**config.mk**
```make
export PLATFORM = sky130hd
export DESIGN_NAME = onewire_scratchpad_crc_temperature
export DESIGN_NICKNAME = d
export VERILOG_FILES = /design/src/rtl/core/owscr_pkg.sv /design/src/rtl/core/onewire_scratchpad_crc_temperature.sv /design/src/rtl/core/owscr_crc_fold.sv /design/src/rtl/core/owscr_out_buf.sv
export SDC_FILE = /design/constraint.sdc
export NUM_CORES = 1
export LEC_CHECK = 0
export ABC_AREA = 1
export BUFFER_PORTS_ARGS = -buffer_cell sky130_fd_sc_hd__buf_2
export CORE_MARGIN = 8
export CORE_UTILIZATION = 55
export DETAILED_ROUTE_END_ITERATION = 10
export PLACE_DENSITY = 0.8
export SLEW_MARGIN = 20
export SYNTH_ARGS = -nofsm -noshare
export SYNTH_HDL_FRONTEND = slang
export SYNTH_SLANG_ARGS = --single-unit
```
**constraint.sdc**
```tcl
create_clock -name clk -period 8.15 [get_ports clk]
set_input_delay 0 -clock clk [delete_from_list [all_inputs] [get_ports clk]]
set_output_delay 0 -clock clk [all_outputs]
set_load 0.01 [all_outputs]
```
**src/rtl/core/owscr_pkg.sv**
```systemverilog
`timescale 1ns / 1ps

package owscr_pkg;

  localparam int ScratchpadBytesDef = 8;
  localparam int PosW = 4;

  typedef logic [7:0] byte_t;
  typedef logic [PosW-1:0] pos_t;

  typedef struct packed {
    logic signed [15:0] temperature_sixteenths;
    logic               crc_valid;
    byte_t              computed_crc;
  } result_t;

  localparam byte_t CrcLoNib [16] = '{
    8'h00, 8'h5E, 8'hBC, 8'hE2, 8'h61, 8'h3F, 8'hDD, 8'h83,
    8'hC2, 8'h9C, 8'h7E, 8'h20, 8'hA3, 8'hFD, 8'h1F, 8'h41
  };

  localparam byte_t CrcHiNib [16] = '{
    8'h00, 8'h9D, 8'h23, 8'hBE, 8'h46, 8'hDB, 8'h65, 8'hF8,
    8'h8C, 8'h11, 8'hAF, 8'h32, 8'hCA, 8'h57, 8'hE9, 8'h74
  };

endpackage

```
**src/rtl/core/onewire_scratchpad_crc_temperature.sv**
```systemverilog
`timescale 1ns / 1ps
// Channel  Handshake            Payload
// in       in_valid/in_ready    data_byte, frame_start
// out      out_valid/out_ready  temperature_sixteenths, crc_valid, computed_crc
// A byte per cycle while in_ready is high; its CRC and count settle that cycle.
// A result appears in the output buffer the cycle after the CRC byte is taken.
// The two-entry output buffer lets bytes keep flowing while one result waits;
// in_ready drops only while both entries are held.
// Reset (rst, synchronous) clears count, CRC, temperature bytes and the buffer.

module onewire_scratchpad_crc_temperature #(
  parameter int SCRATCHPAD_BYTES = owscr_pkg::ScratchpadBytesDef
) (
  input  logic                clk,
  input  logic                rst,
  input  logic                in_valid,
  output logic                in_ready,
  input  logic [7:0]          data_byte,
  input  logic                frame_start,
  output logic                out_valid,
  input  logic                out_ready,
  output logic signed [15:0]  temperature_sixteenths,
  output logic                crc_valid,
  output logic [7:0]          computed_crc
);
  import owscr_pkg::*;

  localparam pos_t LastPos = PosW'(SCRATCHPAD_BYTES);

  pos_t    byte_position;
  byte_t   running_crc;
  byte_t   temp_low_byte;
  byte_t   temp_high_byte;
  pos_t    pos_eff;
  byte_t   crc_eff;
  byte_t   crc_folded;
  logic    is_check;
  logic    in_fire;
  logic    buf_full;
  logic    crc_ok;
  result_t result;
  result_t out_data;

  assign in_ready = !buf_full;
  assign in_fire  = in_valid && in_ready;

  always_comb begin
    pos_eff  = frame_start ? '0 : byte_position;
    crc_eff  = frame_start ? '0 : running_crc;
    is_check = (pos_eff == LastPos);
    crc_ok   = (crc_eff == data_byte);
    result.temperature_sixteenths = crc_ok ? $signed({temp_high_byte, temp_low_byte})
                                           : 16'sd0;
    result.crc_valid    = crc_ok;
    result.computed_crc = crc_eff;
  end

  owscr_crc_fold u_fold (
    .crc_in  (crc_eff),
    .data_in (data_byte),
    .crc_out (crc_folded)
  );

  always_ff @(posedge clk) begin
    if (rst) begin
      byte_position  <= '0;
      running_crc    <= '0;
      temp_low_byte  <= '0;
      temp_high_byte <= '0;
    end else if (in_fire) begin
      if (is_check) begin
        byte_position <= '0;
        running_crc   <= '0;
      end else begin
        byte_position <= pos_eff + pos_t'(1);
        running_crc   <= crc_folded;
        if (pos_eff == pos_t'(0)) begin
          temp_low_byte <= data_byte;
        end
        if (pos_eff == pos_t'(1)) begin
          temp_high_byte <= data_byte;
        end
      end
    end
  end

  owscr_out_buf u_out_buf (
    .clk       (clk),
    .rst       (rst),
    .push      (in_fire && is_check),
    .push_data (result),
    .full      (buf_full),
    .out_valid (out_valid),
    .out_ready (out_ready),
    .out_data  (out_data)
  );

  assign temperature_sixteenths = out_data.temperature_sixteenths;
  assign crc_valid              = out_data.crc_valid;
  assign computed_crc           = out_data.computed_crc;

  a_pos_range: assert property (@(posedge clk) disable iff (rst) byte_position <= LastPos)
    else $error("byte position past CRC byte");
  a_check_restart: assert property (@(posedge clk) disable iff (rst)
    (in_fire && is_check) |=> (byte_position == pos_t'(0)) && (running_crc == 8'h00))
    else $error("count or CRC not restarted after CRC byte");
  a_start_restart: assert property (@(posedge clk) disable iff (rst)
    (in_fire && frame_start) |=> (byte_position == pos_t'(1)))
    else $error("frame start did not restart the count");

endmodule

```
**src/rtl/core/owscr_crc_fold.sv**
```systemverilog
`timescale 1ns / 1ps

module owscr_crc_fold (
  input  owscr_pkg::byte_t crc_in,
  input  owscr_pkg::byte_t data_in,
  output owscr_pkg::byte_t crc_out
);
  import owscr_pkg::*;

  byte_t mix;

  always_comb begin
    mix = crc_in ^ data_in;
    crc_out = CrcLoNib[mix[3:0]] ^ CrcHiNib[mix[7:4]];
  end

endmodule

```
**src/rtl/core/owscr_out_buf.sv**
```systemverilog
`timescale 1ns / 1ps

module owscr_out_buf (
  input  logic                clk,
  input  logic                rst,
  input  logic                push,
  input  owscr_pkg::result_t  push_data,
  output logic                full,
  output logic                out_valid,
  input  logic                out_ready,
  output owscr_pkg::result_t  out_data
);
  import owscr_pkg::*;

  logic [1:0] count;
  logic [1:0] count_next;
  result_t    slot0;
  result_t    slot1;
  logic       pop;

  assign pop       = out_valid && out_ready;
  assign out_valid = (count != 2'd0);
  assign full      = (count == 2'd2);
  assign out_data  = slot0;

  always_comb begin
    count_next = count + {1'b0, push} - {1'b0, pop};
  end

  always_ff @(posedge clk) begin
    if (rst) begin
      count <= 2'd0;
    end else begin
      count <= count_next;
    end
  end

  always_ff @(posedge clk) begin
    if (push && ((count == 2'd0) || ((count == 2'd1) && pop))) begin
      slot0 <= push_data;
    end else if (pop && (count == 2'd2)) begin
      slot0 <= slot1;
    end
    if (push && (count == 2'd1) && !pop) begin
      slot1 <= push_data;
    end
  end

  a_no_push_full: assert property (@(posedge clk) disable iff (rst) !(push && full))
    else $error("result pushed into full buffer");
  a_count_range: assert property (@(posedge clk) disable iff (rst) count != 2'd3)
    else $error("buffer count out of range");
  a_full_holds: assert property (@(posedge clk) disable iff (rst)
    (full && !out_ready) |=> full)
    else $error("full buffer lost an entry without a transaction");

endmodule
```
* Word-level counts from Yosys, hierarchy flattened
Memory sizes are Yosys's and may differ from the RTL's.
Cells that the tools add are included.
** Storage, ports and cells
- Flip-flop bits (word level) :: 80
- Bits in read-only memories :: 256
- Input port bits :: 13
- Word-level logic and storage cells :: 56
- Memories kept :: 2
** Memories
- (name not given) :: depth 16, width 8, rd ports 1, clocked after Yosys merged registers in 0, write ports 0, RTL line owscr_crc_fold.sv:14 : crc_out = CrcLoNib[mix[3:0]] ^ CrcHiNib[mix[7:4]];
- (name not given) :: depth 16, width 8, rd ports 1, clocked after Yosys merged registers in 0, write ports 0, RTL line owscr_crc_fold.sv:14
** Operators by class
- $add $sub $neg :: 3
- $lt $le $gt $ge :: 2
- Eq/ne operators :: 5
- Muxes and demuxes :: 11
- Bitwise operators :: 5
- Reductions and logical operators :: 17
** Operators by type and width (count)
- 25-bit 2-to-1 mux :: 2
- 8-bit 2-to-1 mux :: 6
- 16-bit 2-to-1 mux :: 1
- 8-bit bitwise XOR :: 2
- 5-bit >= comparator, second input constant :: 2
- 4-bit NOT with 5-bit output :: 2
- 8-bit equality test :: 1
- 1-bit logical AND :: 8
- 4-bit 2-to-1 mux :: 2
- 3-bit AND reduction :: 2
- 4-bit by 1-bit adder with 4-bit output, second input constant :: 1
- 4-bit by 1-bit equality test with 1-bit output, second input constant :: 1
- 4-bit equality test, second input constant :: 1
- 4-bit logical NOT :: 1
- 2-bit nonzero test :: 2
- 2-bit by 1-bit adder with 2-bit output :: 1
- 2-bit by 1-bit equality test with 1-bit output, second input constant :: 1
- 2-bit equality test, second input constant :: 1
- 1-bit logical NOT :: 2
- 2-bit logical NOT :: 1
- 2-bit by 1-bit subtractor with 2-bit output :: 1
- 1-bit logical OR :: 1
- 1-bit NOT :: 1

* Logic depth before layout (Yosys ltp)
- Depth after elaboration :: 8
- Depth in mapped cells :: 16
- Gate-level depth less buffers :: 14

* By module
Synthesis repeated with hierarchy kept, for this count alone.
** Unflattened totals
- Cell total of the unflattened synthesis :: 477
- Area total of the unflattened synthesis :: 4145.2 um2
** Modules (own cells, without submodules)
- owscr_out_buf :: instances 1, cells each 152, area an instance 2127.0 um2, seq. area each 1541.5 um2
- onewire_scratchpad_crc_temperature :: instances 1, cells each 256, area an instance 1630.3 um2, seq. area each 560.5 um2
- owscr_crc_fold :: instances 1, cells each 69, area an instance 387.9 um2, seq. area each 0.0 um2

* Worst setup path before layout
OpenSTA, ideal clock, no wires.
- Kind :: reg-to-reg
- Start point :: register byte_position[0]
- End point :: register u_out_buf.slot1[0] in the netlist's numbering, enable pin
- Library setup time :: 0.470 ns
- Arrival :: 3.261 ns
- Data required time :: 7.680 ns
- Path slack :: 4.419 ns
- Cell stages (with the launch flop) :: 7
- Buffers on the path :: 0
- Period minus slack after synthesis :: 3.731 ns
- Cells stage by stage :: dfxtp_1 > nand2_1 > ha_1 > nand4_2 > nor2_2 > inv_2 > nor4_1
** On the way
- Word-level cells in the longest chain between the ends :: 5
** RTL lines
- from (decl) :: RTL line onewire_scratchpad_crc_temperature.sv:30 : pos_t byte_position;
- from (signal assigned) :: RTL line onewire_scratchpad_crc_temperature.sv:75 : byte_position <= pos_eff + pos_t'(1);
- 4-bit 2-to-1 mux :: RTL line onewire_scratchpad_crc_temperature.sv:48 : pos_eff = frame_start ? '0 : byte_position;
- 4-bit equality test :: RTL line onewire_scratchpad_crc_temperature.sv:50 : is_check = (pos_eff == LastPos);
- 1-bit logical AND :: RTL line onewire_scratchpad_crc_temperature.sv:90 : .push (in_fire && is_check),
- 1-bit logical AND (2 in a row) :: RTL line owscr_out_buf.sv:44 : if (push && (count == 2'd1) && !pop) begin
- to (signal assigned) :: RTL line owscr_out_buf.sv:45 : slot1 <= push_data;
- to (decl) :: RTL line owscr_out_buf.sv:18 : result_t slot1;
Every way passes these cells.
A chain may end at the register's enable or synchronous reset.

* Worst setup path in the final report
- Start point :: register u_out_buf.count[0]
- End point :: register u_out_buf.slot0 (netlist bit u_out_buf.out_data[19]), enable pin
** On the way
- Word-level cells in the longest chain between the ends :: 6
- Elaborated cells between the ends (all ways) :: 13
** RTL lines
- from (decl) :: RTL line owscr_out_buf.sv:15 : logic [1:0] count;
- from (signal assigned) :: RTL line owscr_out_buf.sv:34 : count <= count_next;
- 2-bit equality test / 2-bit nonzero test (equally long branches) :: RTL line owscr_out_buf.sv:23, owscr_out_buf.sv:41, owscr_out_buf.sv:22
- 1-bit logical NOT / 1-bit logical AND (equally long branches) :: RTL line onewire_scratchpad_crc_temperature.sv:44, owscr_out_buf.sv:21
- 1-bit logical AND, on equally long branches :: RTL line onewire_scratchpad_crc_temperature.sv:45, owscr_out_buf.sv:39
- 1-bit logical AND / 1-bit logical OR (equally long branches) :: RTL line onewire_scratchpad_crc_temperature.sv:90, owscr_out_buf.sv:39
- 1-bit logical AND :: RTL line owscr_out_buf.sv:39 : if (push && ((count == 2'd0) || ((count == 2'd1) && pop))) begin
- 2-bit nonzero test (no line) (*)
- to (signal assigned) :: RTL line owscr_out_buf.sv:40 : slot0 <= push_data;
- to (signal assigned) :: RTL line owscr_out_buf.sv:42 : slot0 <= slot1;
- to (decl) :: RTL line owscr_out_buf.sv:17 : result_t slot0;
Every way passes the cells marked *; elsewhere a longest branch is shown, timed or not.

==> results.md <==
* Clock Pin Slew Worst Setup and Hold Paths at 0.08 ns
* Average size of a mapped cell at 9.18 um2
* Commonest cells post-synth: nand2_1, edfxtp_1, inv_1
* WHS at 0.104 ns
* Worst endpoint required time at around 8.2 ns
* Lkg Pwr at 1.83 nW
* Total detailed-routing wirelength at 7820 um
* Pwr dens at 199 nW/um2
* Launch instance of the worst min-delay path: in_valid
* Drt via density at 5.05
* Count of cells along the worst hold path at 4
* Setup slack of the worst register-to-register path at about 5.3 ns
* Routed length per placed instance at 13.7 um
* Final-report hold violation count at 0
* Layout cells sized above 1 at 0.216
* Post-layout min period at 2.87 ns
* Tightest Hold Check Type: in -> reg
* CP Launch Type: register
* Number of warnings printed during yosys synthesis at 0
* Setup slack after layout at 5.28 ns
* R2R Path End: u_out_buf.out_data[19]$_DFFE_PP_
* First-pass GRT wire length at 12,900 um
* Cell count after synthesis at 420
* Relative slew margins at 0.493
* GRT Residual Overflow at 0
* Maximum count of clock buffers along a single path at 2
* DRC marker count from the first detailed-route iteration at between 150 and 200
* Detailed-route via count at 2,875
* Maximum number of pins on one net before global-route repair at 36
* Placed cell area at 4100 um2
* Starting Density at 0.568
* Placed cell count at 545
* Floorplan Core Area at 6790 um2
* Number of nets in the layout at 488
* Total track usage at 0.165
* Clock network latency to the later pin of the worst-skew pair at 0.36 ns
* Placer's final routability congestion estimate at a little under 0.9
* Hold bufs inserted after CTS at 8
* Slew Limit Fails at 0
* Critical path fanouts, max at 35
* Port buffer count at 39
* Vertical extent of the die at 99.7 um
* Number of cells in the finished layout apart from fillers at 569
* Setup repair after global routing missed its margin: false
* Post-synthesis to final-layout area growth at 13.1%
* Part of the Yosys area used for sequential elements at 0.545
* Worst-case reg-to-reg path depth at 9
* TritonCTS clock tree: built
* Area enclosed by the die boundary at 9950 um2
* HPWL after DPL at ~5600 um
* Ys flop type: edfxtp_1
* Resize count post-CTS at 0
* Antenna violation net count after detailed routing at 0
* Arrival time of data at the critical path endpoint at 2.91 ns
* Residual DRC at 0
* Setup skew after layout at 0.00634 ns
* Syn_nets at 440
* Kind of capture point of the worst setup path: register
* Post-layout instance area at around 4400 um2
* Num ports at 40
* Cell with the most instances after synthesis: nand2_1
* Antenna diode instance count at 0
* # Post-CTS Setup Buffers at 0
* Final setup violating endpoints at 0
* Number of clock buffers inserted by TritonCTS at 9
* Num Clock Sinks at 80
* Share of Yosys cell area claimed by the top area cell type at 0.389
* Slew at the pin closest to its max-slew limit at 0.758 ns
* Total number of H-tree levels at 3
* Largest cells by area after synthesis: edfxtp_1, dfxtp_1, nand2_1
* R2R Path Start: u_out_buf.count[0]$_SDFF_PP0_
* Number of distinct library cells after synthesis at 33
* Synth Cell Area at about 3900 um2
* Post-route fraction of the period consumed by the critical path at 0.352
* Total negative slack at 0 ns
* Number of enable-type register cells in the synthesized netlist at 50
* Worst supply voltage drop on vdd at 0.111 mV
* Result of the run: finished clean
* Vias in the first global route at roughly 2,800
* CTS Root Cell: clkbuf_8
* Async S/R FF share, synth at 0
* Die span in x at around 100 um
* Number of antenna violations at the first check in global routing at 0
* Max_cap viols at 0
* Most area-hungry cell type in the Yosys netlist: edfxtp_1
* Drt first pass iters at 5
* FP Rows at 30
* Maximum clock frequency at 348 MHz
* Type of the worst setup path: reg -> reg
* Yosys reg bits at 80
* End of the worst hold path: byte_position[3]$_SDFFE_PP0N_
* Setup slack after placement at between 5 and 6 ns
metrics by stage:
| step | power, mW | util |
|---|---|---|
| 5_1_grt | 0.906 | 0.642 |
| 4_1_cts | 0.869 | 0.642 |
| 6_report | 0.866 | 0.642 |
| 2_1_floorplan | 0.568 | - |
| 3_3_place_gp | 0.603 | 0.604 |
| 3_5_place_dp | 0.607 | 0.604 |
worst max-delay path: stages (launching register included):
cell      delay [ns]
dfxtp_1         0.40
inv_1           0.12
nand2_2         0.11
nand2_2         0.18
nor2_2          0.16
inv_2           0.07
a211oi_4        0.61
inv_4           0.33
o21ai_2         0.22
buf_4           0.34
kinds of logic (layout without fill, tap and decap cells):
| family | after synthesis | in the layout | share of synthesized area |
|---|---|---|---|
| compound gates | 45 | 45 | 0.0814 |
| xor+xnor | 7 | 7 | 0.0198 |
| fa+ha+maj | 7 | 7 | 0.0227 |
| buf+inv | 62 | 115 | 0.0740 |
| flops | 80 | 80 | 0.545 |
| simple gates | 219 | 219 | 0.257 |
registers in the layout, indices dropped and copies added (netlist names):
| signal | count |
|---|---|
| running_crc | 8 |
| u_out_buf.slot1 | 25 |
| temp_high_byte | 8 |
| u_out_buf.count | 2 |
| u_out_buf.out_data | 25 |
| temp_low_byte | 8 |
| byte_position | 4 |
per-layer routing:
metal	track usage	up-vias	part of all wire
met3	0.0496	15	0.066
li1	-	1450	-
met4	0.0640	0	0.021
met2	0.280	81	0.49
met5	0	-	0
met1	0.189	1329	0.42
how the worst max path moves through the flow:
stage / cells after the start / startpoint / end
6_report: 9 / u_out_buf.count[0]$_SDFF_PP0_ / u_out_buf.out_data[19]$_DFFE_PP_
5_1_grt: 9 / u_out_buf.count[0]$_SDFF_PP0_ / u_out_buf.out_data[10]$_DFFE_PP_
4_1_cts: 9 / u_out_buf.count[0]$_SDFF_PP0_ / u_out_buf.out_data[19]$_DFFE_PP_
3_5_place_dp: 9 / u_out_buf.count[0]$_SDFF_PP0_ / u_out_buf.out_data[21]$_DFFE_PP_
3_3_place_gp: 9 / u_out_buf.count[0]$_SDFF_PP0_ / u_out_buf.out_data[23]$_DFFE_PP_
2_1_floorplan: 6 / byte_position[0]$_SDFFE_PP0N_ / u_out_buf.slot1[0]$_DFFE_PP_
power breakdown:
group	internal [mW]	switching [mW]	leakage [nW]	total (mW)
Combinational	0.0455	0.0923	1.06	0.138
Sequential	0.451	0.0130	0.683	0.464
Clock	0.113	0.151	0.0854	0.264
Total	0.610	0.256	1.83	0.866
layout by cell type (no fill, tap or decap), types with 3 or more instances in the layout:
cell	count
nand2_1	131
edfxtp_1	50
inv_1	45
buf_2	39
nor2_1	32
dfxtp_1	30
nand3_1	23
a211oi_1	16
a21oi_1	15
nand2_2	14
o21ai_2	10
nor2_4	9
clkbuf_8	9
dlygate4sd3_1	8
ha_1	7
inv_2	3
xor2_1	3
area by class of cell:
| cell class | count | area [um2] |
|---|---|---|
| Clock inverter | 7 | 56.3 |
| Tap cell | 96 | 120 |
| Fill cell | 530 | 2430 |
| Clock buffer | 9 | 124 |
| Inverter | 50 | 190 |
| Sequential cell | 80 | 2100 |
| Multi-Input combinational cell | 278 | 1480 |
| Timing Repair Buffer | 49 | 290 |
No activity file was read; power rests on OpenSTA's default activity.
